--- src/assert_macros.svh ---
// ----------------------------------------------------------------------------
// Assertion macros
// Shared forms for the concurrent checks of the decoder.
// ----------------------------------------------------------------------------
`ifndef ASSERT_MACROS_SVH
`define ASSERT_MACROS_SVH

// A condition that must hold at every clock edge outside reset.
`define ASSERT_ALWAYS(label, clk, rst_n, cond, msg) \
    label: assert property (@(posedge clk) disable iff (!rst_n) (cond)) else $error(msg);

// When a holds, b must hold in the same cycle.
`define ASSERT_IMPLIES(label, clk, rst_n, a, b, msg) \
    label: assert property (@(posedge clk) disable iff (!rst_n) (a) |-> (b)) else $error(msg);

// When a holds, b must hold in the next cycle.
`define ASSERT_NEXT(label, clk, rst_n, a, b, msg) \
    label: assert property (@(posedge clk) disable iff (!rst_n) (a) |=> (b)) else $error(msg);

`endif

--- src/ctbd_pkg.sv ---
// ----------------------------------------------------------------------------
// ctbd_pkg
// Types, character codes and decode functions of the coded text byte decoder.
// ----------------------------------------------------------------------------
package ctbd_pkg;

    localparam int MAX_RUN = 5;
    localparam int RUN_CNT_W = $clog2(MAX_RUN + 1);
    localparam int RUN_IDX_W = $clog2(MAX_RUN);

    localparam logic [7:0] END_BYTE  = 8'd31;
    localparam logic [7:0] BELL_CODE = 8'd7;
    localparam logic [7:0] ARG1_LO   = 8'd16;
    localparam logic [7:0] ARG1_HI   = 8'd21;
    localparam logic [7:0] ARG2_A    = 8'd22;
    localparam logic [7:0] ARG2_B    = 8'd23;
    localparam logic [7:0] CH_SPACE  = 8'h20;
    localparam logic [7:0] CH_ZERO   = 8'h30;
    localparam logic [7:0] CH_BSLASH = 8'h5C;
    localparam logic [7:0] CH_CARET  = 8'h5E;
    localparam logic [7:0] CH_GRAVE  = 8'd96;
    localparam logic [7:0] CH_LBRACE = 8'h7B;
    localparam logic [7:0] CH_RBRACE = 8'h7D;
    localparam logic [7:0] CH_DEL    = 8'd127;

    // One decoded item: the characters it emits, first at index 0.
    typedef struct packed {
        logic [MAX_RUN-1:0][7:0] chars;
        logic [RUN_CNT_W-1:0]    count;
        logic                    eot;
    } run_t;

    // Decoder status seen by the top level.
    typedef struct packed {
        logic       stage_valid;
        logic [1:0] pending;
    } ctbd_status_t;

    // Braced decimal form of a byte, without leading zeros.
    function automatic run_t braced(input logic [7:0] v);
        run_t       r;
        logic [1:0] hund;
        logic [7:0] rem8;
        logic [6:0] rem;
        logic [13:0] prod;
        logic [3:0] tens;
        logic [6:0] ones7;
        logic [7:0] ch_h;
        logic [7:0] ch_t;
        logic [7:0] ch_o;
        hund = (v >= 8'd200) ? 2'd2 : ((v >= 8'd100) ? 2'd1 : 2'd0);
        rem8 = v - ((hund == 2'd2) ? 8'd200 : ((hund == 2'd1) ? 8'd100 : 8'd0));
        rem = rem8[6:0];
        // Division by ten through the reciprocal 103/1024, exact below 100.
        prod = 14'(rem) * 14'd103;
        tens = prod[13:10];
        ones7 = rem - 7'(tens) * 7'd10;
        ch_h = CH_ZERO + 8'(hund);
        ch_t = CH_ZERO + 8'(tens);
        ch_o = CH_ZERO + 8'(ones7[3:0]);
        r.eot = 1'b0;
        r.chars = '0;
        r.chars[0] = CH_LBRACE;
        if (v >= 8'd100)
        begin
            r.chars[1] = ch_h;
            r.chars[2] = ch_t;
            r.chars[3] = ch_o;
            r.chars[4] = CH_RBRACE;
            r.count = RUN_CNT_W'(5);
        end
        else if (v >= 8'd10)
        begin
            r.chars[1] = ch_t;
            r.chars[2] = ch_o;
            r.chars[3] = CH_RBRACE;
            r.count = RUN_CNT_W'(4);
        end
        else
        begin
            r.chars[1] = ch_o;
            r.chars[2] = CH_RBRACE;
            r.count = RUN_CNT_W'(3);
        end
        return r;
    endfunction

    // A run of a single character.
    function automatic run_t single(input logic [7:0] c);
        run_t r;
        r.chars = '0;
        r.chars[0] = c;
        r.count = RUN_CNT_W'(1);
        r.eot = 1'b0;
        return r;
    endfunction

    // Full decode of one byte given the pending argument count.
    function automatic run_t decode(input logic [7:0] b, input logic [1:0] pending);
        run_t r;
        if (b == END_BYTE)
        begin
            r = single(8'd0);
            r.eot = 1'b1;
        end
        else if (pending != 2'd0)
            r = braced(b);
        else if (b == CH_LBRACE || b == CH_CARET || b == CH_BSLASH)
        begin
            r = single(CH_BSLASH);
            r.chars[1] = b;
            r.count = RUN_CNT_W'(2);
        end
        else if (b == ARG2_A || b == ARG2_B)
            r = single(CH_SPACE);
        else if (b > END_BYTE && b < CH_DEL && b != CH_GRAVE)
            r = single(b);
        else if (b == BELL_CODE)
            r = single(CH_CARET);
        else
            r = braced(b);
        return r;
    endfunction

    // Pending argument count after one byte.
    function automatic logic [1:0] next_pending(input logic [7:0] b, input logic [1:0] pending);
        logic [1:0] p;
        if (b == END_BYTE)
            p = 2'd0;
        else if (pending != 2'd0)
            p = pending - 2'd1;
        else if (b >= ARG1_LO && b <= ARG1_HI)
            p = 2'd1;
        else if (b == ARG2_A || b == ARG2_B)
            p = 2'd2;
        else
            p = 2'd0;
        return p;
    endfunction

endpackage

--- src/ctbd_if.sv ---
// ----------------------------------------------------------------------------
// ctbd_if
// Valid/ready channels for text bytes in and characters out.
// ----------------------------------------------------------------------------
interface ctbd_in_if;
    logic       valid;
    logic       ready;
    logic [7:0] text_byte;

    modport source (output valid, output text_byte, input ready);
    modport sink   (input valid, input text_byte, output ready);
endinterface

interface ctbd_out_if;
    logic       valid;
    logic       ready;
    logic [7:0] out_char;
    logic       char_valid;
    logic       end_of_text;
    logic       last_of_run;

    modport source (output valid, output out_char, output char_valid,
                    output end_of_text, output last_of_run, input ready);
    modport sink   (input valid, input out_char, input char_valid,
                    input end_of_text, input last_of_run, output ready);
endinterface

--- src/ctbd_decode.sv ---
// ----------------------------------------------------------------------------
// ctbd_decode
// Input register: decodes one byte into its character run and tracks
// the pending colour argument count.
// ----------------------------------------------------------------------------
module ctbd_decode (
    input  logic                  clk,
    input  logic                  rst_n,
    ctbd_in_if.sink               in_ch,
    input  logic                  take,
    output ctbd_pkg::run_t        run,
    output ctbd_pkg::ctbd_status_t status
);

    logic           stage_valid_reg;
    logic           stage_valid_next;
    ctbd_pkg::run_t stage_run_reg;
    logic [1:0]     pending_reg;
    logic [1:0]     pending_next;
    logic           in_fire;

    // The stage frees up in the same cycle in which the emitter takes it.
    assign in_ch.ready = !stage_valid_reg || take;
    assign in_fire     = in_ch.valid && in_ch.ready;

    always_comb
    begin
        stage_valid_next = stage_valid_reg;
        pending_next     = pending_reg;
        if (in_fire)
        begin
            stage_valid_next = 1'b1;
            pending_next     = ctbd_pkg::next_pending(in_ch.text_byte, pending_reg);
        end
        else if (take)
            stage_valid_next = 1'b0;
    end

    always_ff @(posedge clk or negedge rst_n)
    begin
        if (!rst_n)
        begin
            stage_valid_reg <= 1'b0;
            pending_reg     <= 2'd0;
        end
        else
        begin
            stage_valid_reg <= stage_valid_next;
            pending_reg     <= pending_next;
        end
    end

    always_ff @(posedge clk)
    begin
        if (in_fire)
            stage_run_reg <= ctbd_pkg::decode(in_ch.text_byte, pending_reg);
    end

    assign run                = stage_run_reg;
    assign status.stage_valid = stage_valid_reg;
    assign status.pending     = pending_reg;

endmodule

--- src/ctbd_emit.sv ---
// ----------------------------------------------------------------------------
// ctbd_emit
// Result register: steps through a decoded run, one character per cycle while the output is ready.
// ----------------------------------------------------------------------------
module ctbd_emit (
    input  logic           clk,
    input  logic           rst_n,
    input  ctbd_pkg::run_t run,
    input  logic           run_valid,
    output logic           take,
    ctbd_out_if.source     out_ch
);

    logic                              emit_valid_reg;
    ctbd_pkg::run_t                    emit_run_reg;
    logic [ctbd_pkg::RUN_IDX_W-1:0]    idx_reg;
    logic [ctbd_pkg::RUN_IDX_W-1:0]    idx_next;
    logic                              last;
    logic                              out_fire;
    logic [ctbd_pkg::RUN_CNT_W-1:0]    idx_ext;

    assign idx_ext  = ctbd_pkg::RUN_CNT_W'(idx_reg);
    assign last     = (idx_ext + ctbd_pkg::RUN_CNT_W'(1)) == emit_run_reg.count;
    assign out_fire = out_ch.valid && out_ch.ready;
    assign take     = !emit_valid_reg || (out_fire && last);
    assign idx_next = idx_reg + ctbd_pkg::RUN_IDX_W'(1);

    always_ff @(posedge clk or negedge rst_n)
    begin
        if (!rst_n)
        begin
            emit_valid_reg <= 1'b0;
            idx_reg        <= '0;
        end
        else if (take)
        begin
            emit_valid_reg <= run_valid;
            idx_reg        <= '0;
        end
        else if (out_fire)
            idx_reg <= idx_next;
    end

    always_ff @(posedge clk)
    begin
        if (take && run_valid)
            emit_run_reg <= run;
    end

    assign out_ch.valid       = emit_valid_reg;
    assign out_ch.out_char    = emit_run_reg.chars[idx_reg];
    assign out_ch.char_valid  = !emit_run_reg.eot;
    assign out_ch.end_of_text = emit_run_reg.eot;
    assign out_ch.last_of_run = last;

endmodule

--- src/coded_text_byte_decoder_core.sv ---
// ----------------------------------------------------------------------------
// coded_text_byte_decoder_core
// Turns stored text bytes into escaped source characters, one per item out.
// ----------------------------------------------------------------------------
// Each text byte item yields one to five character items. Byte 31 ends a
// text and gives a single end marker item with no character. While colour
// arguments are pending, bytes are written as a brace, their decimal digits
// and a closing brace; otherwise bytes are escaped, translated, passed through
// or braced. An input byte gives as many output items as it has characters:
// one for plain characters, two for escapes, three to five for braced numbers,
// because the result register hands out one character per cycle while the
// output is ready. A byte is decoded in full in the cycle it is accepted and
// waits in a one-item stage, so the next byte is taken while the previous run
// is still being read out, and runs follow each other without a gap cycle. An
// accepted byte goes through the stage register and then the result register.
// ----------------------------------------------------------------------------
`include "assert_macros.svh"

module coded_text_byte_decoder_core (
    input  logic       clk,
    input  logic       rst_n,
    ctbd_in_if.sink    in_ch,
    ctbd_out_if.source out_ch
);

    ctbd_pkg::run_t         run;
    ctbd_pkg::ctbd_status_t status;
    logic                   take;

    // Decode stage: holds the pending argument count and one decoded run.
    ctbd_decode u_decode (
        .clk    (clk),
        .rst_n  (rst_n),
        .in_ch  (in_ch),
        .take   (take),
        .run    (run),
        .status (status)
    );

    // Emit stage: reads the run out one character item per cycle while the output is ready.
    ctbd_emit u_emit (
        .clk       (clk),
        .rst_n     (rst_n),
        .run       (run),
        .run_valid (status.stage_valid),
        .take      (take),
        .out_ch    (out_ch)
    );

    // The end marker is a run of its own, with no character in it.
    `ASSERT_IMPLIES(a_eot_alone, clk, rst_n, out_ch.valid && out_ch.end_of_text, out_ch.last_of_run && !out_ch.char_valid, "end marker not a lone result")

    // A terminator always clears the pending argument count.
    `ASSERT_NEXT(a_eot_clears, clk, rst_n, in_ch.valid && in_ch.ready && in_ch.text_byte == ctbd_pkg::END_BYTE, status.pending == 2'd0, "terminator left arguments pending")

    // A full stage that the emitter does not take must block the input.
    `ASSERT_IMPLIES(a_no_overwrite, clk, rst_n, status.stage_valid && !take, !in_ch.ready, "stage overwritten before taken")

    // At most two colour arguments are ever pending.
    `ASSERT_ALWAYS(a_pending_range, clk, rst_n, status.pending != 2'd3, "pending argument count out of range")

endmodule
--- src/flat_wrapper.sv ---
// flat-port wrapper written by rule: the top's interface ports become plain ports
module coded_text_byte_decoder_core_flat 
  (clk, rst_n, in_ch_valid, in_ch_text_byte, in_ch_ready, out_ch_valid, out_ch_out_char, out_ch_char_valid, out_ch_end_of_text, out_ch_last_of_run, out_ch_ready);
  ctbd_in_if in_ch_i ();
  ctbd_out_if out_ch_i ();
  input  logic clk;
  input  logic rst_n;
  input wire logic [$bits(in_ch_i.valid)-1:0] in_ch_valid;
  input wire logic [$bits(in_ch_i.text_byte)-1:0] in_ch_text_byte;
  output wire logic [$bits(in_ch_i.ready)-1:0] in_ch_ready;
  output wire logic [$bits(out_ch_i.valid)-1:0] out_ch_valid;
  output wire logic [$bits(out_ch_i.out_char)-1:0] out_ch_out_char;
  output wire logic [$bits(out_ch_i.char_valid)-1:0] out_ch_char_valid;
  output wire logic [$bits(out_ch_i.end_of_text)-1:0] out_ch_end_of_text;
  output wire logic [$bits(out_ch_i.last_of_run)-1:0] out_ch_last_of_run;
  input wire logic [$bits(out_ch_i.ready)-1:0] out_ch_ready;
  assign in_ch_i.valid = in_ch_valid;
  assign in_ch_i.text_byte = in_ch_text_byte;
  assign in_ch_ready = in_ch_i.ready;
  assign out_ch_valid = out_ch_i.valid;
  assign out_ch_out_char = out_ch_i.out_char;
  assign out_ch_char_valid = out_ch_i.char_valid;
  assign out_ch_end_of_text = out_ch_i.end_of_text;
  assign out_ch_last_of_run = out_ch_i.last_of_run;
  assign out_ch_i.ready = out_ch_ready;
  coded_text_byte_decoder_core u_core (.clk(clk), .rst_n(rst_n), .in_ch(in_ch_i), .out_ch(out_ch_i));
endmodule
--- config.mk ---
export PLATFORM = sky130hd
export DESIGN_NAME = coded_text_byte_decoder_core_flat
export DESIGN_NICKNAME = d
export VERILOG_FILES = /design/src/ctbd_pkg.sv /design/src/ctbd_if.sv /design/src/ctbd_decode.sv /design/src/ctbd_emit.sv /design/src/coded_text_byte_decoder_core.sv /design/src/flat_wrapper.sv
export VERILOG_INCLUDE_DIRS = /design/src /design/src/src
export SDC_FILE = /design/constraint.sdc
export NUM_CORES = 1
export LEC_CHECK = 0
export ABC_AREA = 1
export BUFFER_PORTS_ARGS = -buffer_cell sky130_fd_sc_hd__buf_4
export CORE_ASPECT_RATIO = 0.9
export CORE_MARGIN = 2
export CORE_UTILIZATION = 58
export CTS_CLUSTER_SIZE = 14
export DETAILED_ROUTE_END_ITERATION = 10
export PLACE_DENSITY = 0.76
export SYNTH_ARGS = -nofsm -noshare
export SYNTH_HDL_FRONTEND = slang
export SYNTH_SLANG_ARGS = --single-unit
--- constraint.sdc ---
create_clock -name clk -period 4.4 [get_ports clk]
set_clock_uncertainty 0.2 [all_clocks]
set_input_delay 0.88 -clock clk [delete_from_list [all_inputs] [get_ports clk]]
set_output_delay 0.88 -clock clk [all_outputs]
set_load 0.03 [all_outputs]
# After elaboration in Yosys (flattened, before gate mapping)
# Index checks and enable logic that the tools add are counted.
# word_totals
n_memories,0
mem_bits_rw,0
latch_bits,0
output_inout_bits,13
mem_bits_ro,0
register_bits,95
word_cells,93
# classes
n_reduce_logical,20
div,0
muxes,25
eq_ne,11
order_cmp,8
addsub,7
shift,0
bitwise_logic,0
multipliers,2
# op_table
cell,count
$mux W43,5
$mux W7,4
$bmux W8 S3,1
$eq A8 B5 Y1 const B,3
$eq A8 B7 Y1 const B,3
$mux W24,1
$mux W15,1
$add A6 B4 Y7 const A,2
$mul A7 B7 Y14 const B,1
$mux W3,4
$mux W2,5
$eq A8 B3 Y1 const B,1
$ge A8 B4 Y1 const B,1
$ge A8 B5 Y1 const B,1
$ge A8 B7 Y1 const B,1
$ge A8 B8 Y1 const B,1
$gt A8 B5 Y1 const B,1
$le A8 B5 Y1 const B,1
$lt A8 B7 Y1 const B,1
$mux W8,1
$ne A8 B7 Y1 const B,1
$add A6 B2 Y7 const A,1
$logic_and A1 B1 Y1,7
$sub A7 B7 Y7,1
other kinds (14),24

# Logic depth before layout (Yosys ltp)
# Gate-level depths: netlist (run 1).
# depth
depth_word,18
depth_mapped,36

# Hierarchy
# From an unflattened synthesis (run 1), not the netlist that was laid out.
# hier_totals
hier_cells,528
area_unflattened_um2,5193.7
# modules_own_cells
module,instances,area_each_um2,seq_area_each_um2,cells_each
ctbd_decode,1,3145.5,1036.0,357
ctbd_emit,1,2048.2,1421.4,171

# Least setup slack after synthesis (run 1)
# OpenSTA, ideal clock, no wires.
# synth_timing
path_type,input to register
from,in in_ch_text_byte[6]
to,"reg u_core.u_decode.stage_run_reg, in the netlist u_core.u_decode.run[15] (data pin)"
arrival_ns,6.084
setup_slack_ns,-2.142
path_stages,35
setup_time_ns,0.258
n_path_buf,0
path_cell_list,inv_2 -> nor2_2 -> nand2_2 -> inv_2 -> a21oi_4 -> nor2_1 -> ha_1 -> inv_1 -> fa_1 -> nor2_1 -> nor2_1 -> nor2_1 -> xnor2_1 -> inv_1 -> ha_1 -> inv_1 -> fa_1 -> inv_1 -> fa_1 -> ha_1 -> ha_1 -> a21oi_1 -> nor2_1 -> nor2_1 -> nand2_1 -> nand2_1 -> nand2_1 -> ha_1 -> fa_1 -> xnor2_1 -> inv_1 -> nand3_1 -> nand3_1 -> nand3_1 -> nand3_2
# synth_between
elab_chain_len,18
elab_cells_between_ends,38
# synth_lines
element,line,rtl
from (decl),flat_wrapper.sv:9,input wire logic [$bits(in_ch_i.text_byte)-1:0] in_ch_text_byte;
$ge A8 B7 Y1,"ctbd_pkg.sv:51, ctbd_pkg.sv:64",
$mux W1,ctbd_pkg.sv:51,hund = (v >= 8'd200) ? 2'd2 : ((v >= 8'd100) ? 2'd1 : 2'd0);
$mux W2,ctbd_pkg.sv:51,
$eq A2 B1 Y1,ctbd_pkg.sv:52,rem8 = v - ((hund == 2'd2) ? 8'd200 : ((hund == 2'd1) ? 8'd100 : 8'd0));
$mux W7 (2 in series),ctbd_pkg.sv:52,
$sub A7 B7 Y7,ctbd_pkg.sv:52,
$mul A7 B7 Y14,ctbd_pkg.sv:55,prod = 14'(rem) * 14'd103;
$mul A4 B3 Y3,ctbd_pkg.sv:57,ones7 = rem - 7'(tens) * 7'd10;
$sub A4 B4 Y4,ctbd_pkg.sv:57,
$add A6 B4 Y7,ctbd_pkg.sv:60,ch_o = CH_ZERO + 8'(ones7[3:0]);
$mux W15,ctbd_pkg.sv:72,else if (v >= 8'd10)
$mux W24,ctbd_pkg.sv:64,if (v >= 8'd100)
$mux W43,ctbd_pkg.sv:118,else if (b == BELL_CODE)
$mux W43,ctbd_pkg.sv:116,else if (b > END_BYTE && b < CH_DEL && b != CH_GRAVE)
$mux W43,ctbd_pkg.sv:114,else if (b == ARG2_A || b == ARG2_B)
$mux W43,ctbd_pkg.sv:108,else if (b == CH_LBRACE || b == CH_CARET || b == CH_BSLASH)
$mux W43,ctbd_pkg.sv:106,else if (pending != 2'd0)
to (signal assigned),ctbd_decode.sv:56,"stage_run_reg <= ctbd_pkg::decode(in_ch.text_byte, pending_reg);"
to (decl),ctbd_decode.sv:17,ctbd_pkg::run_t stage_run_reg;
# Several ways; a longest one is shown, not always the timed one.
# A chain may end at the register's enable or synchronous reset.

# Worst setup path after layout (run 1)
# layout_timing
from,in in_ch_text_byte[6]
to,"reg u_core.u_decode.stage_run_reg, in the netlist u_core.u_decode.run[23] (data pin)"
# The elaborated chain is that of the path after synthesis.

==> impl_metrics.prom, run 1 <==
# TYPE chip_impl_metric gauge
chip_impl_info{name="status",value="complete, but fails checks"} 1
chip_impl_info{name="violated_checks",value="setup timing"} 1
chip_impl_metric{name="cellLeakagePower",unit="nW"} 2.932
chip_impl_metric{name="netlist.area_leader.share",unit="%"} 42.80
chip_impl_metric{name="numCtsBuffers",unit=""} 9
chip_impl_metric{name="detailedRoute.firstPassIterationCount",unit=""} 5
chip_impl_metric{name="yosysWarnings",unit=""} 0
chip_impl_metric{name="die_area",unit="mm2"} 0.008463
chip_impl_metric{name="layout_worst_path_cycle_share",unit="%"} 149.0
chip_impl_metric{name="post_route_minimum_period",unit="ps"} 6558
chip_impl_metric{name="fin_total_pwr",unit="W"} 0.005209
chip_impl_metric{name="hpwl",unit="um"} 7727
chip_impl_metric{name="cts.reportedPaths.clkPinSlew",unit="ps"} 80
chip_impl_metric{name="drt_wl_total",unit="um"} 14350
chip_impl_info{name="r2r-start",value="u_core.u_emit.idx_ext[0]"} 1
chip_impl_metric{name="detail_route.vias_per_cell",unit=""} 5.982
chip_impl_metric{name="clock_sink_count",unit=""} 71
chip_impl_info{name="most_used_cell_along_the_critical_path",value="nor2_2"} 1
chip_impl_metric{name="timing.critical_path.fanout_max",unit=""} 3
chip_impl_metric{name="detailed_place.area",unit="mm2"} 0.005304
chip_impl_metric{name="remaining_drc_errors",unit=""} 0
chip_impl_metric{name="post_route_cells_drive_above_1_share",unit="%"} 41.79
chip_impl_metric{name="vdd_drop_max",unit="V"} 0.0007758
chip_impl_metric{name="max_freq",unit="MHz"} 152.5
chip_impl_metric{name="final_count_of_pins_violating_max_slew",unit=""} 0
chip_impl_info{name="area_contributors_post_synth",value="edfxtp_1 43%, ha_1 13%, nand2_1 6.2%"} 1
chip_impl_metric{name="wl_per_cell",unit="um"} 20.18
chip_impl_metric{name="dpl.cell_count",unit=""} 634
chip_impl_metric{name="power_density",unit="mW/mm2"} 816.2
chip_impl_metric{name="count_of_pins_on_the_block_boundary",unit=""} 25
chip_impl_metric{name="critical_path_arrival",unit="ps"} 6530
chip_impl_metric{name="grt_first_pass_wirelength",unit="um"} 19950
chip_impl_info{name="critPathCaptureType",value="flip-flop"} 1
chip_impl_info{name="critical-path-slowest-cell",value="fa_1"} 1
chip_impl_metric{name="m1WireLength",unit="um"} 5088
chip_impl_metric{name="grt_start_max_net_pins",unit=""} 37
chip_impl_metric{name="flow.area_growth_from_synthesis",unit="%"} 42.10
chip_impl_metric{name="proportion_of_synthesized_chip_area_in_sequential_cells",unit="%"} 46.70
chip_impl_info{name="critical_path.startpoint_type",value="input port"} 1
chip_impl_metric{name="grt_use_total",unit="%"} 30.64
chip_impl_info{name="unrepaired_setup_endpoints_after_global_routing",value="yes"} 1
chip_impl_metric{name="critical_path_required",unit="ps"} 4370
chip_impl_metric{name="insertedDiodeCount",unit=""} 0
chip_impl_info{name="cts_tree",value="built"} 1
chip_impl_metric{name="worst_max_slew_pin_slew",unit="ps"} 855.0
chip_impl_metric{name="drt_iter0_markers",unit=""} 458
chip_impl_metric{name="worst_path_largest_cell_delay",unit="ps"} 540
chip_impl_metric{name="start_util",unit="%"} 59.82
chip_impl_metric{name="dr_wl_met2",unit="um"} 7305
chip_impl_metric{name="cts_max_level",unit=""} 3
chip_impl_metric{name="wl_met3",unit="um"} 978
chip_impl_info{name="netlist.top_cell.by_area",value="edfxtp_1"} 1
chip_impl_metric{name="post-route-worst-setup-slack",unit="ps"} -2158
chip_impl_metric{name="seq_area",unit="mm2"} 0.002097
chip_impl_metric{name="gpl.final_weighted_congestion",unit=""} 0.9116
chip_impl_metric{name="clock_latency",unit="ps"} 350
chip_impl_metric{name="cts_buffer_depth",unit=""} 2
chip_impl_metric{name="postSynthCellCount",unit=""} 459
chip_impl_metric{name="ys_ff_latch",unit=""} 71
chip_impl_info{name="worstSetupStartpoint",value="in_ch_text_byte[6]"} 1
chip_impl_info{name="crit-reg2reg-capture",value="u_core.u_decode.pending_reg[1]"} 1
chip_impl_metric{name="finalSetupViolations",unit=""} 11
chip_impl_metric{name="first_global_vias",unit=""} 4095
chip_impl_metric{name="grt.overflow.total",unit=""} 0
chip_impl_metric{name="timing.reg2reg.setup_slack",unit="ps"} 1430
chip_impl_metric{name="numPortBuffers",unit=""} 24
chip_impl_info{name="clock_root_buffer",value="clkbuf_8"} 1
chip_impl_metric{name="synth.lib_cells_used.distinct",unit=""} 40
chip_impl_info{name="worst_hold_path_type",value="in -> async"} 1
chip_impl_metric{name="synthesis.area_per_instance",unit="um2"} 9.783
chip_impl_info{name="route.top_layer_used",value="met4"} 1
chip_impl_metric{name="drv.max_cap_violation_count",unit=""} 0
chip_impl_metric{name="antenna_violating_nets_post_route",unit=""} 0
chip_impl_metric{name="slew_headroom",unit="%"} 42.79
chip_impl_metric{name="design_area",unit="mm2"} 0.006381
chip_impl_metric{name="multi_input_comb_area",unit="mm2"} 0.002477
chip_impl_metric{name="nNetsFinal",unit=""} 677
chip_impl_metric{name="largest_reg_flops",unit=""} 32
chip_impl_metric{name="die_width",unit="um"} 96.75
chip_impl_info{name="path_class",value="in -> reg"} 1
chip_impl_metric{name="placementRows",unit=""} 30
chip_impl_metric{name="core_region_area",unit="mm2"} 0.007507
chip_impl_metric{name="grt_antenna_before_repair",unit=""} 0
chip_impl_metric{name="count_of_vias_placed_by_the_detailed_router",unit=""} 4253
chip_impl_metric{name="final_hold_viol_count",unit=""} 0
chip_impl_metric{name="worst-r2r-cell-count",unit=""} 11
chip_impl_metric{name="post_synth_design_cell_area",unit="mm2"} 0.004491
chip_impl_metric{name="finalNonFillerCells",unit=""} 711
chip_impl_metric{name="y_dimension_of_the_die",unit="um"} 87.48
chip_impl_metric{name="number_of_fill_cells_in_the_layout",unit=""} 369
[metrics by stage]
step | TNS, ps | hold WS (ps) | util [%] | setup WS, ps
after floorplan | -16390 | 200.3 | - | -1895
after global placement | -19120 | 202.6 | 70.65 | -2110
after detailed placement | -20790 | 204.5 | 70.65 | -2295
after CTS | -36070 | 133.7 | 80.68 | -1691
after global routing | -20930 | 131.1 | 85.00 | -2395
final | -18630 | 138.2 | 85.00 | -2158
[cell families after synthesis]
kind of cell / Yosys count / share of synthesized area (%)
buffers and inverters: 80 / 6.826
other: 1 / 0.08351
AOI/OAI and AO/OA: 72 / 9.474
xor gates and xnor gates: 9 / 1.755
adders and majority gates: 55 / 17.00
DFF: 71 / 46.70
and+or+nand+nor: 171 / 18.17
[per-layer routing]
layer / GRT usage, % / vias up
li1: - / 1857
met4: 20.74 / 0
met1: 33.33 / 1997
met2: 55.18 / 294
met3: 5.698 / 105
met5: 0 / -
[cell type report]
class / count / area share (%)
Multi-Input combinational cell: 309 / 38.82
Sequential cell: 71 / 32.86
Timing Repair Buffer: 142 / 18.25
Inverter: 77 / 5.078
Clock buffer: 9 / 1.941
Tap cell: 96 / 1.882
Clock inverter: 7 / 1.157
[Yosys cell counts (all sizes together)]
| library cell | instances |
|---|---|
| o21bai | 2 |
| nand3 | 26 |
| xor2 | 5 |
| a211o | 1 |
| o211ai | 4 |
| o22ai | 3 |
| o31ai | 1 |
| nand4 | 7 |
| a221o | 4 |
| nor2 | 44 |
| o21ai | 23 |
| inv | 77 |
| a31oi | 1 |
| a21oi | 30 |
| a211oi | 2 |
| nand2 | 84 |
| fa | 10 |
| xnor2 | 4 |
| buf | 1 |
| a21o | 1 |
| dfrtp | 7 |
| or2 | 2 |
| clkbuf | 2 |
| nand3b | 1 |
| ha | 45 |
| edfxtp | 64 |
| nor3 | 7 |
| conb | 1 |
[worst max-delay path by stage]
stage,end,slack [ps]
floorplan,u_core.u_decode.run[15],-1900
global placement,u_core.u_decode.run[15],-2110
detailed placement,u_core.u_decode.run[15],-2290
CTS,u_core.u_decode.run[23],-1690
global route,u_core.u_decode.run[23],-2400
finish,u_core.u_decode.run[23],-2160
[critical path: cells and delay by family]
family	cells	cell delay (ps)
buffers and inverters	8	480
XOR/XNOR	2	350
AND/OR/NAND/NOR	15	1460
adder cells (fa/ha/maj)	9	2870
AO/OA/AOI/OAI	3	460
[power breakdown]
group | internal (W) | leakage, nW | total [W] | switching (W)
Sequential | 0.000967 | 0.666 | 0.00106 | 0.0000974
Combinational | 0.00162 | 2.18 | 0.00363 | 0.00200
Clock | 0.000261 | 0.0891 | 0.000516 | 0.000255
[placed cells by master (no fill, tap or decap), types with 11 or more instances in the layout]
| cell type | Yosys | layout |
|---|---|---|
| o21ai_0 | 20 | 18 |
| nand2_2 | 8 | 13 |
| nor2_2 | 4 | 11 |
| nand2_1 | 74 | 64 |
| nand3_1 | 22 | 14 |
| a21oi_1 | 29 | 22 |
| buf_6 | 0 | 21 |
| inv_2 | 9 | 14 |
| inv_1 | 66 | 57 |
| ha_1 | 45 | 37 |
| nor2_1 | 37 | 25 |
| edfxtp_1 | 64 | 64 |
| buf_4 | 0 | 119 |
[timing repair]
item / in CTS / in global routing
buffers inserted: 57 / 23
hold buffers: 0 / 0
pin swaps: 19 / 20
resized for setup: 43 / 59
setup endpoints to repair: 11 / 27
Note: power is estimated with default switching activity, not from simulation.
==> run 2: changes to the inputs <==
--- a/config.mk
+++ b/config.mk
@@ -10,10 +10,9 @@
 export BUFFER_PORTS_ARGS = -buffer_cell sky130_fd_sc_hd__buf_4
 export CORE_ASPECT_RATIO = 0.9
 export CORE_MARGIN = 2
-export CORE_UTILIZATION = 58
+export CORE_UTILIZATION = 40
 export CTS_CLUSTER_SIZE = 14
 export DETAILED_ROUTE_END_ITERATION = 10
-export PLACE_DENSITY = 0.76
 export SYNTH_ARGS = -nofsm -noshare
 export SYNTH_HDL_FRONTEND = slang
 export SYNTH_SLANG_ARGS = --single-unit
==> run 2 against run 1 <==
The flow still finishes with violations (setup timing); largest cell class unchanged; flip-flop and latch count stayed put; non-clock buffer count down 34; highest routed layer unchanged; sequential share of layout area is 0.95 points higher.
==> impl_metrics.prom, run 2 (synthesis results as in run 1) <==
# TYPE chip_impl_metric gauge
chip_impl_metric{name="critical_path_required",unit="ps"} 4270
chip_impl_metric{name="clock_sink_count",unit=""} 71
chip_impl_metric{name="clock_latency",unit="ps"} 330
chip_impl_info{name="status",value="complete, but fails checks"} 1
chip_impl_info{name="clock_root_buffer",value="clkbuf_16"} 1
chip_impl_metric{name="wl_per_cell",unit="um"} 13.63
chip_impl_metric{name="timing.reg2reg.setup_slack",unit="ps"} 1520
chip_impl_metric{name="cts_buffer_depth",unit=""} 2
chip_impl_metric{name="grt.overflow.total",unit=""} 0
chip_impl_metric{name="grt_antenna_before_repair",unit=""} 0
chip_impl_metric{name="remaining_drc_errors",unit=""} 0
chip_impl_metric{name="post_cts_hold_buffer_count",unit=""} 0
chip_impl_metric{name="grt_first_pass_wirelength",unit="um"} 16620
chip_impl_metric{name="gpl.final_weighted_congestion",unit=""} 0.8435
chip_impl_info{name="path_class",value="in -> reg"} 1
chip_impl_info{name="critPathCaptureType",value="flip-flop"} 1
chip_impl_metric{name="drt_iter0_markers",unit=""} 131
chip_impl_metric{name="die_width",unit="um"} 115.7
chip_impl_metric{name="worst-r2r-cell-count",unit=""} 9
chip_impl_metric{name="placementRows",unit=""} 36
chip_impl_metric{name="layout_worst_path_cycle_share",unit="%"} 138.9
chip_impl_metric{name="start_util",unit="%"} 41.20
chip_impl_info{name="critical_path.startpoint_type",value="input port"} 1
chip_impl_metric{name="post_route_cells_drive_above_1_share",unit="%"} 37.52
chip_impl_info{name="cts_tree",value="built"} 1
chip_impl_metric{name="count_of_pins_on_the_block_boundary",unit=""} 25
chip_impl_metric{name="place_ws",unit="ps"} -2257
chip_impl_metric{name="switchingPower",unit="W"} 0.002112
chip_impl_metric{name="post-route-worst-setup-slack",unit="ps"} -1714
chip_impl_metric{name="detail_route.vias_per_cell",unit=""} 4.828
chip_impl_metric{name="multi_input_comb_area",unit="mm2"} 0.002442
chip_impl_metric{name="worst_max_slew_pin_slew",unit="ps"} 727.3
chip_impl_info{name="most_used_cell_along_the_critical_path",value="inv_2"} 1
chip_impl_metric{name="finalSetupTns",unit="ps"} -14970
chip_impl_metric{name="number_of_fill_cells_in_the_layout",unit=""} 988
chip_impl_metric{name="combinationalPowerShare",unit="%"} 65.7
chip_impl_info{name="critical-path-slowest-cell",value="fa_2"} 1
chip_impl_metric{name="cellLeakagePower",unit="nW"} 2.788
chip_impl_metric{name="drv.max_cap_violation_count",unit=""} 0
chip_impl_metric{name="part_of_the_total_power_dissipated_in_sequential_elements",unit="%"} 20.6
chip_impl_metric{name="die_area",unit="mm2"} 0.01209
chip_impl_metric{name="power_frac_clock",unit="%"} 13.7
chip_impl_metric{name="vdd_drop_max",unit="V"} 0.0005998
chip_impl_metric{name="cts.reportedPaths.clkPinSlew",unit="ps"} 50
chip_impl_metric{name="nNetsFinal",unit=""} 643
chip_impl_info{name="worst_hold_path_type",value="in -> async"} 1
chip_impl_info{name="layout.cells.most_common",value="buf_4"} 1
chip_impl_info{name="crit-reg2reg-capture",value="u_core.u_decode.run[14]"} 1
chip_impl_info{name="cp-endpoint",value="u_core.u_decode.run[23]"} 1
chip_impl_info{name="r2r-start",value="u_core.u_emit.idx_ext[0]"} 1
chip_impl_metric{name="antenna_violating_nets_post_route",unit=""} 0
chip_impl_info{name="violated_checks",value="setup timing"} 1
chip_impl_metric{name="timing.critical_path.fanout_max",unit=""} 3
chip_impl_metric{name="worst_path_largest_cell_delay",unit="ps"} 550
chip_impl_info{name="unrepaired_setup_endpoints_after_global_routing",value="yes"} 1
chip_impl_metric{name="intPower",unit="W"} 0.003006
chip_impl_metric{name="insertedDiodeCount",unit=""} 0
chip_impl_metric{name="largest_reg_flops",unit=""} 32
chip_impl_metric{name="slew_headroom",unit="%"} 51.44
chip_impl_metric{name="hpwl",unit="um"} 7484
chip_impl_info{name="worstSetupStartpoint",value="in_ch_text_byte[7]"} 1
chip_impl_metric{name="first_global_vias",unit=""} 3532
chip_impl_metric{name="drt_wl_total",unit="um"} 9988
chip_impl_metric{name="detailedRoute.firstPassIterationCount",unit=""} 4
chip_impl_metric{name="critical_path_arrival",unit="ps"} 5990
chip_impl_metric{name="numPortBuffers",unit=""} 24
chip_impl_metric{name="cts_max_level",unit=""} 3
chip_impl_info{name="mostFrequentLayoutCells",value="96 x buf_4, 64 x nand2_1, 64 x edfxtp_1"} 1
chip_impl_metric{name="power_density",unit="mW/mm2"} 825.2
chip_impl_metric{name="grt_use_total",unit="%"} 17.23
chip_impl_metric{name="core_region_area",unit="mm2"} 0.01090
chip_impl_metric{name="finalSetupViolations",unit=""} 11
chip_impl_metric{name="flow.area_growth_from_synthesis",unit="%"} 38.12
chip_impl_metric{name="count_of_vias_placed_by_the_detailed_router",unit=""} 3539
chip_impl_metric{name="max_freq",unit="MHz"} 163.6
chip_impl_metric{name="netSwitchingFraction",unit="%"} 41.27
chip_impl_metric{name="post_route_minimum_period",unit="ps"} 6114
chip_impl_metric{name="final_hold_viol_count",unit=""} 0
chip_impl_metric{name="final_count_of_pins_violating_max_slew",unit=""} 0
chip_impl_metric{name="y_dimension_of_the_die",unit="um"} 104.5
chip_impl_metric{name="seq_area",unit="mm2"} 0.002097
chip_impl_metric{name="numCtsBuffers",unit=""} 9
chip_impl_metric{name="grt_start_max_net_pins",unit=""} 37
[run 2: cell count changes in the layout (fill, tap and decap cells not counted), sizes merged]
| cell | delta |
|---|---|
| clkinvlp | +1 |
| buf | -34 |
| clkinv | -3 |
| inv | +2 |
[run 2: worst min path at each step]
stage,from,to,slack (ps)
floorplan,u_core.u_decode.run[10],u_core.u_emit.emit_run_reg[10],200
global placement,u_core.u_decode.run[6],u_core.u_emit.emit_run_reg[6],200
detailed placement,u_core.u_decode.run[13],u_core.u_emit.emit_run_reg[13],200
CTS,rst_n,u_core.u_decode.pending_reg[1],160
global route,rst_n,u_core.u_decode.pending_reg[1],160
finish,rst_n,u_core.u_emit.idx_ext[1],160
[run 2: per-layer routing]
metal / global-route usage [%] / part of all wire, % / vias up
met5: 0 / 0 / -
met4: 4.337 / 1.2 / 0
met3: 2.622 / 2.0 / 12
met2: 29.78 / 51 / 41
met1: 22.50 / 45 / 1698
li1: - / - / 1788
[run 2: what timing repair did]
action                     4_1_cts  5_1_grt
resized for setup               23       55
buffers inserted                14       14
setup endpoints to repair       11       11
cloned                           0        0
pin swaps                       29       34
[run 2: worst max-delay path, delay by kind of cell]
| family | cells | cell delay [ps] |
|---|---|---|
| compound gates | 3 | 180 |
| simple gates | 14 | 1290 |
| fa+ha+maj | 9 | 2840 |
| xor+xnor | 2 | 310 |
| buf+inv | 7 | 480 |
[run 2: area by class of cell]
type	count	share of cell area, %
well taps	152	3.066
repair buffers	108	14.00
clock inverters	7	1.170
multi-input cells	309	39.38
clock buffers	9	3.631
inverters	77	4.943
flip-flops and latches	71	33.81
[run 2: power by group through the flow]
stage / Sequential [W] / Combinational [W] / Clock [W]
floorplan: 0.00103 / 0.00162 / 0
global placement: 0.00106 / 0.00243 / 0
detailed placement: 0.00107 / 0.00245 / 0
CTS: 0.00106 / 0.00276 / 0.000711
global route: 0.00107 / 0.00373 / 0.000739
finish: 0.00105 / 0.00336 / 0.000699
[run 2: metrics by stage]
| step | cell area, um2 | hold slack (ps) | total power (W) | utilization (%) | cells |
|---|---|---|---|---|---|
| after floorplan | 4586 | 200.3 | 0.002641 | - | 460 |
| after global placement | 5389 | 204.0 | 0.003494 | 49.44 | 692 |
| after detailed placement | 5389 | 204.5 | 0.003516 | 49.44 | 692 |
| after CTS | 5896 | 163.7 | 0.004522 | 54.09 | 722 |
| after global routing | 6202 | 162.3 | 0.005542 | 56.90 | 733 |
| final | 6202 | 162.6 | 0.005118 | 56.90 | 733 |
==> run 3: changes to the inputs <==
--- a/config.mk
+++ b/config.mk
@@ -6,7 +6,7 @@
 export SDC_FILE = /design/constraint.sdc
 export NUM_CORES = 1
 export LEC_CHECK = 0
-export ABC_AREA = 1
+export ABC_AREA = 0
 export BUFFER_PORTS_ARGS = -buffer_cell sky130_fd_sc_hd__buf_4
 export CORE_ASPECT_RATIO = 0.9
 export CORE_MARGIN = 2
==> run 3 against run 2 <==
The run still ends with setup timing left; non-clock buffer count shrank 20; flip-flop and latch count unchanged; critical endpoint is now u_core.u_decode.run[15]; via count decreased by 12%; combinational power decreased by 13%; clock-buffer cell count did not move; hold slack better by 5.9 ps; first-iteration DRC count rose by 22%; global-route usage decreased by 0.21 points; highest routed layer unchanged; largest cell class unchanged.
==> impl_metrics.prom, run 3 <==
# TYPE chip_impl_metric gauge
chip_impl_info{name="cell_by_cell_listing_of_the_critical_path",value="buf_4, or3_4, a22o_1, ha_2, inv_2, fa_2, ha_4, inv_1, fa_1, inv_1, fa_1, ha_4, ha_4, and3_4, o211ai_1, a21oi_2, or3_4, and2_4, fa_2, xnor2_2, xnor3_1, xnor2_2, o221ai_1"} 1
chip_impl_metric{name="core_region_area",unit="mm2"} 0.01081
chip_impl_metric{name="cts_max_level",unit=""} 3
chip_impl_metric{name="placementRows",unit=""} 36
chip_impl_metric{name="count_of_vias_placed_by_the_detailed_router",unit=""} 3114
chip_impl_info{name="critPathCaptureType",value="flip-flop"} 1
chip_impl_metric{name="first_global_vias",unit=""} 3239
chip_impl_metric{name="die_width",unit="um"} 114.8
chip_impl_metric{name="nNetsFinal",unit=""} 526
chip_impl_metric{name="grt_use_total",unit="%"} 17.03
chip_impl_metric{name="critical_path_required",unit="ps"} 4250
chip_impl_metric{name="start_util",unit="%"} 40.90
chip_impl_metric{name="edff_count_synth",unit=""} 64
chip_impl_metric{name="timing.critical_path.fanout_max",unit=""} 4
chip_impl_info{name="path_class",value="in -> reg"} 1
chip_impl_metric{name="antenna_violating_nets_post_route",unit=""} 0
chip_impl_metric{name="critical_path_arrival",unit="ps"} 6400
chip_impl_metric{name="power_density",unit="mW/mm2"} 815.7
chip_impl_metric{name="finalSetupTns",unit="ps"} -18070
chip_impl_metric{name="netlist.area_leader.share",unit="%"} 43.46
chip_impl_metric{name="intPower",unit="W"} 0.002880
chip_impl_metric{name="hpwl",unit="um"} 7109
chip_impl_metric{name="count_of_pins_on_the_block_boundary",unit=""} 25
chip_impl_metric{name="async_flop_share",unit="%"} 9.859
chip_impl_metric{name="insertedDiodeCount",unit=""} 0
chip_impl_metric{name="die_area",unit="mm2"} 0.01191
chip_impl_metric{name="grt_start_max_net_pins",unit=""} 33
chip_impl_metric{name="numPortBuffers",unit=""} 24
chip_impl_metric{name="combinationalPowerShare",unit="%"} 63.1
chip_impl_metric{name="largest_reg_flops",unit=""} 32
chip_impl_info{name="unrepaired_setup_endpoints_after_global_routing",value="yes"} 1
chip_impl_metric{name="post_synth_design_cell_area",unit="mm2"} 0.004422
chip_impl_metric{name="synth.lib_cells_used.distinct",unit=""} 61
chip_impl_metric{name="wl_per_cell",unit="um"} 15.79
chip_impl_metric{name="ys_ff_latch",unit=""} 71
chip_impl_metric{name="yosysWarnings",unit=""} 0
chip_impl_metric{name="final_hold_viol_count",unit=""} 0
chip_impl_info{name="clock_root_buffer",value="clkbuf_16"} 1
chip_impl_info{name="mostFrequentLayoutCells",value="86 x buf_4, 64 x edfxtp_1, 43 x inv_1"} 1
chip_impl_info{name="cp_top_family",value="adder cells"} 1
chip_impl_info{name="postSynth.topFlopCell",value="edfxtp_1"} 1
chip_impl_metric{name="gpl.final_weighted_congestion",unit=""} 0.8284
chip_impl_metric{name="y_dimension_of_the_die",unit="um"} 103.7
chip_impl_metric{name="grt_first_pass_wirelength",unit="um"} 15880
chip_impl_metric{name="dpl.cell_count",unit=""} 570
chip_impl_metric{name="post_cts_hold_buffer_count",unit=""} 0
chip_impl_metric{name="drt_wl_total",unit="um"} 9426
chip_impl_metric{name="drv.max_cap_violation_count",unit=""} 0
chip_impl_metric{name="post_route_minimum_period",unit="ps"} 6549
chip_impl_metric{name="vdd_drop_max",unit="V"} 0.0004744
chip_impl_info{name="synth.cells.most_frequent",value="64 x edfxtp_1, 45 x ha_1, 45 x inv_1, 23 x nor2_1, 16 x nand2_1"} 1
chip_impl_metric{name="cp_num_buf_inv",unit=""} 4
chip_impl_info{name="synth.most_common_cell",value="edfxtp_1"} 1
chip_impl_metric{name="worst_max_slew_pin_slew",unit="ps"} 767.5
chip_impl_info{name="most_used_cell_along_the_critical_path",value="ha_4"} 1
chip_impl_metric{name="part_of_the_total_power_dissipated_in_sequential_elements",unit="%"} 23.3
chip_impl_metric{name="synthesis.area_per_instance",unit="um2"} 11.95
chip_impl_info{name="netlist.top_cell.by_area",value="edfxtp_1"} 1
chip_impl_metric{name="finalNonFillerCells",unit=""} 597
chip_impl_info{name="worst_hold_path_type",value="in -> async"} 1
chip_impl_metric{name="grt.overflow.total",unit=""} 0
chip_impl_metric{name="layout_worst_path_cycle_share",unit="%"} 148.8
chip_impl_metric{name="clock_sink_count",unit=""} 71
chip_impl_info{name="critical-path-slowest-cell",value="fa_1"} 1
chip_impl_metric{name="proportion_of_synthesized_chip_area_in_sequential_cells",unit="%"} 47.43
chip_impl_metric{name="post_route_cells_drive_above_1_share",unit="%"} 33.84
chip_impl_info{name="violated_checks",value="setup timing"} 1
chip_impl_metric{name="final_core_utilization",unit="%"} 52.82
chip_impl_metric{name="cellLeakagePower",unit="nW"} 2.388
chip_impl_info{name="area_contributors_post_synth",value="edfxtp_1 43%, ha_1 13%, fa_1 4.5%"} 1
chip_impl_metric{name="switchingPower",unit="W"} 0.001778
chip_impl_metric{name="detail_route.vias_per_cell",unit=""} 5.216
chip_impl_metric{name="clock_latency",unit="ps"} 320
chip_impl_info{name="layout.cells.most_common",value="buf_4"} 1
chip_impl_metric{name="netSwitchingFraction",unit="%"} 38.17
chip_impl_metric{name="detailedRoute.firstPassIterationCount",unit=""} 4
chip_impl_info{name="cts_tree",value="built"} 1
chip_impl_metric{name="worst_path_largest_cell_delay",unit="ps"} 570
chip_impl_metric{name="remaining_drc_errors",unit=""} 0
chip_impl_metric{name="flow.area_growth_from_synthesis",unit="%"} 29.15
chip_impl_info{name="status",value="complete, but fails checks"} 1
chip_impl_metric{name="max_freq",unit="MHz"} 152.7
chip_impl_info{name="critical_path.startpoint_type",value="input port"} 1
chip_impl_metric{name="cts.reportedPaths.clkPinSlew",unit="ps"} 60
chip_impl_metric{name="post-route-worst-setup-slack",unit="ps"} -2149
chip_impl_metric{name="cts_buffer_depth",unit=""} 2
chip_impl_metric{name="grt_antenna_before_repair",unit=""} 0
chip_impl_metric{name="final_count_of_pins_violating_max_slew",unit=""} 0
chip_impl_metric{name="postSynthCellCount",unit=""} 370
chip_impl_metric{name="power_frac_clock",unit="%"} 13.7
chip_impl_metric{name="slew_headroom",unit="%"} 48.16
chip_impl_metric{name="finalSetupViolations",unit=""} 11
chip_impl_metric{name="drt_iter0_markers",unit=""} 160
chip_impl_metric{name="numCtsBuffers",unit=""} 9
[run 3: changes by cell type in the layout (fill, tap and decap cells not counted), moves of 7 or more]
| cell | before | now |
|---|---|---|
| nor2_4 | 8 | 0 |
| nand3_1 | 16 | 4 |
| inv_2 | 15 | 2 |
| inv_1 | 59 | 43 |
| buf_4 | 96 | 86 |
| nand2_2 | 14 | 1 |
| nand2_1 | 64 | 16 |
| a21oi_1 | 23 | 14 |
| buf_6 | 10 | 1 |
| nor2_2 | 10 | 3 |
[run 3: through the flow]
step	cell area, um2	total power, W	hold slack, ps	worst slack (ps)
floorplan	4558	0.002901	200.3	-2339
global placement	5210	0.003631	202.4	-2489
detailed placement	5210	0.003700	204.5	-2649
CTS	5638	0.004548	159.2	-2114
global route	5710	0.005034	156.2	-2365
finish	5710	0.004658	168.4	-2149
[run 3: cell type report]
cell class              instances  area (um2)
fillers                       958        5100
multi-input cells             244        2333
flip-flops and latches         71        2097
repair buffers                 88       671.9
clock buffers                   9       225.2
inverters                      45       168.9
well taps                     133       166.4
clock inverters                 7       47.55
[run 3: timing repair]
item                                    CTS  global route
hold endpoints to repair                  0             0
buffers inserted                          7             4
pin swaps                                18            11
resized for setup                        15            11
endpoints found under the setup margin   11            11
[run 3: path summary, 6_finish.rpt]
kind	from	slack, ps	cells after the start	to
setup / recovery	in_ch_text_byte[2]	-2150	23	u_core.u_decode.run[15]
max in group asynchronous	rst_n	3700	1	u_core.u_decode.pending_reg[0]
hold / removal	rst_n	170	1	u_core.u_emit.out_ch.valid
hold reg to reg	u_core.u_decode.run[12]	210	0	u_core.u_emit.emit_run_reg[12]
min in group clk	u_core.u_decode.run[12]	210	0	u_core.u_emit.emit_run_reg[12]
setup reg to reg	u_core.u_emit.idx_ext[1]	1250	6	u_core.u_decode.run[25]
[run 3: layer usage]
metal	wire, um	GRT usage [%]	part of all wire (%)
met1	4143	21.37	44
met2	4779	29.04	51
met3	298	3.218	3.2
met4	204	6.368	2.2
met5	0	0	0
[run 3: logic make-up after synthesis]
| family | share of synthesized area [%] |
|---|---|
| flops | 47.42 |
| other cells | 0.08481 |
| fa+ha+maj | 17.26 |
| buf+inv | 5.178 |
| simple gates | 9.338 |
| xor+xnor | 3.084 |
| mux | 3.905 |
| compound gates | 13.72 |
[run 3: power groups by stage]
stage               registers, W  logic [W]  clock network, W
global route             0.00110    0.00324          0.000685
finish                   0.00108    0.00294          0.000636
CTS                      0.00109    0.00281          0.000655
detailed placement       0.00110    0.00260                 0
floorplan                0.00107    0.00183                 0
global placement         0.00109    0.00254                 0
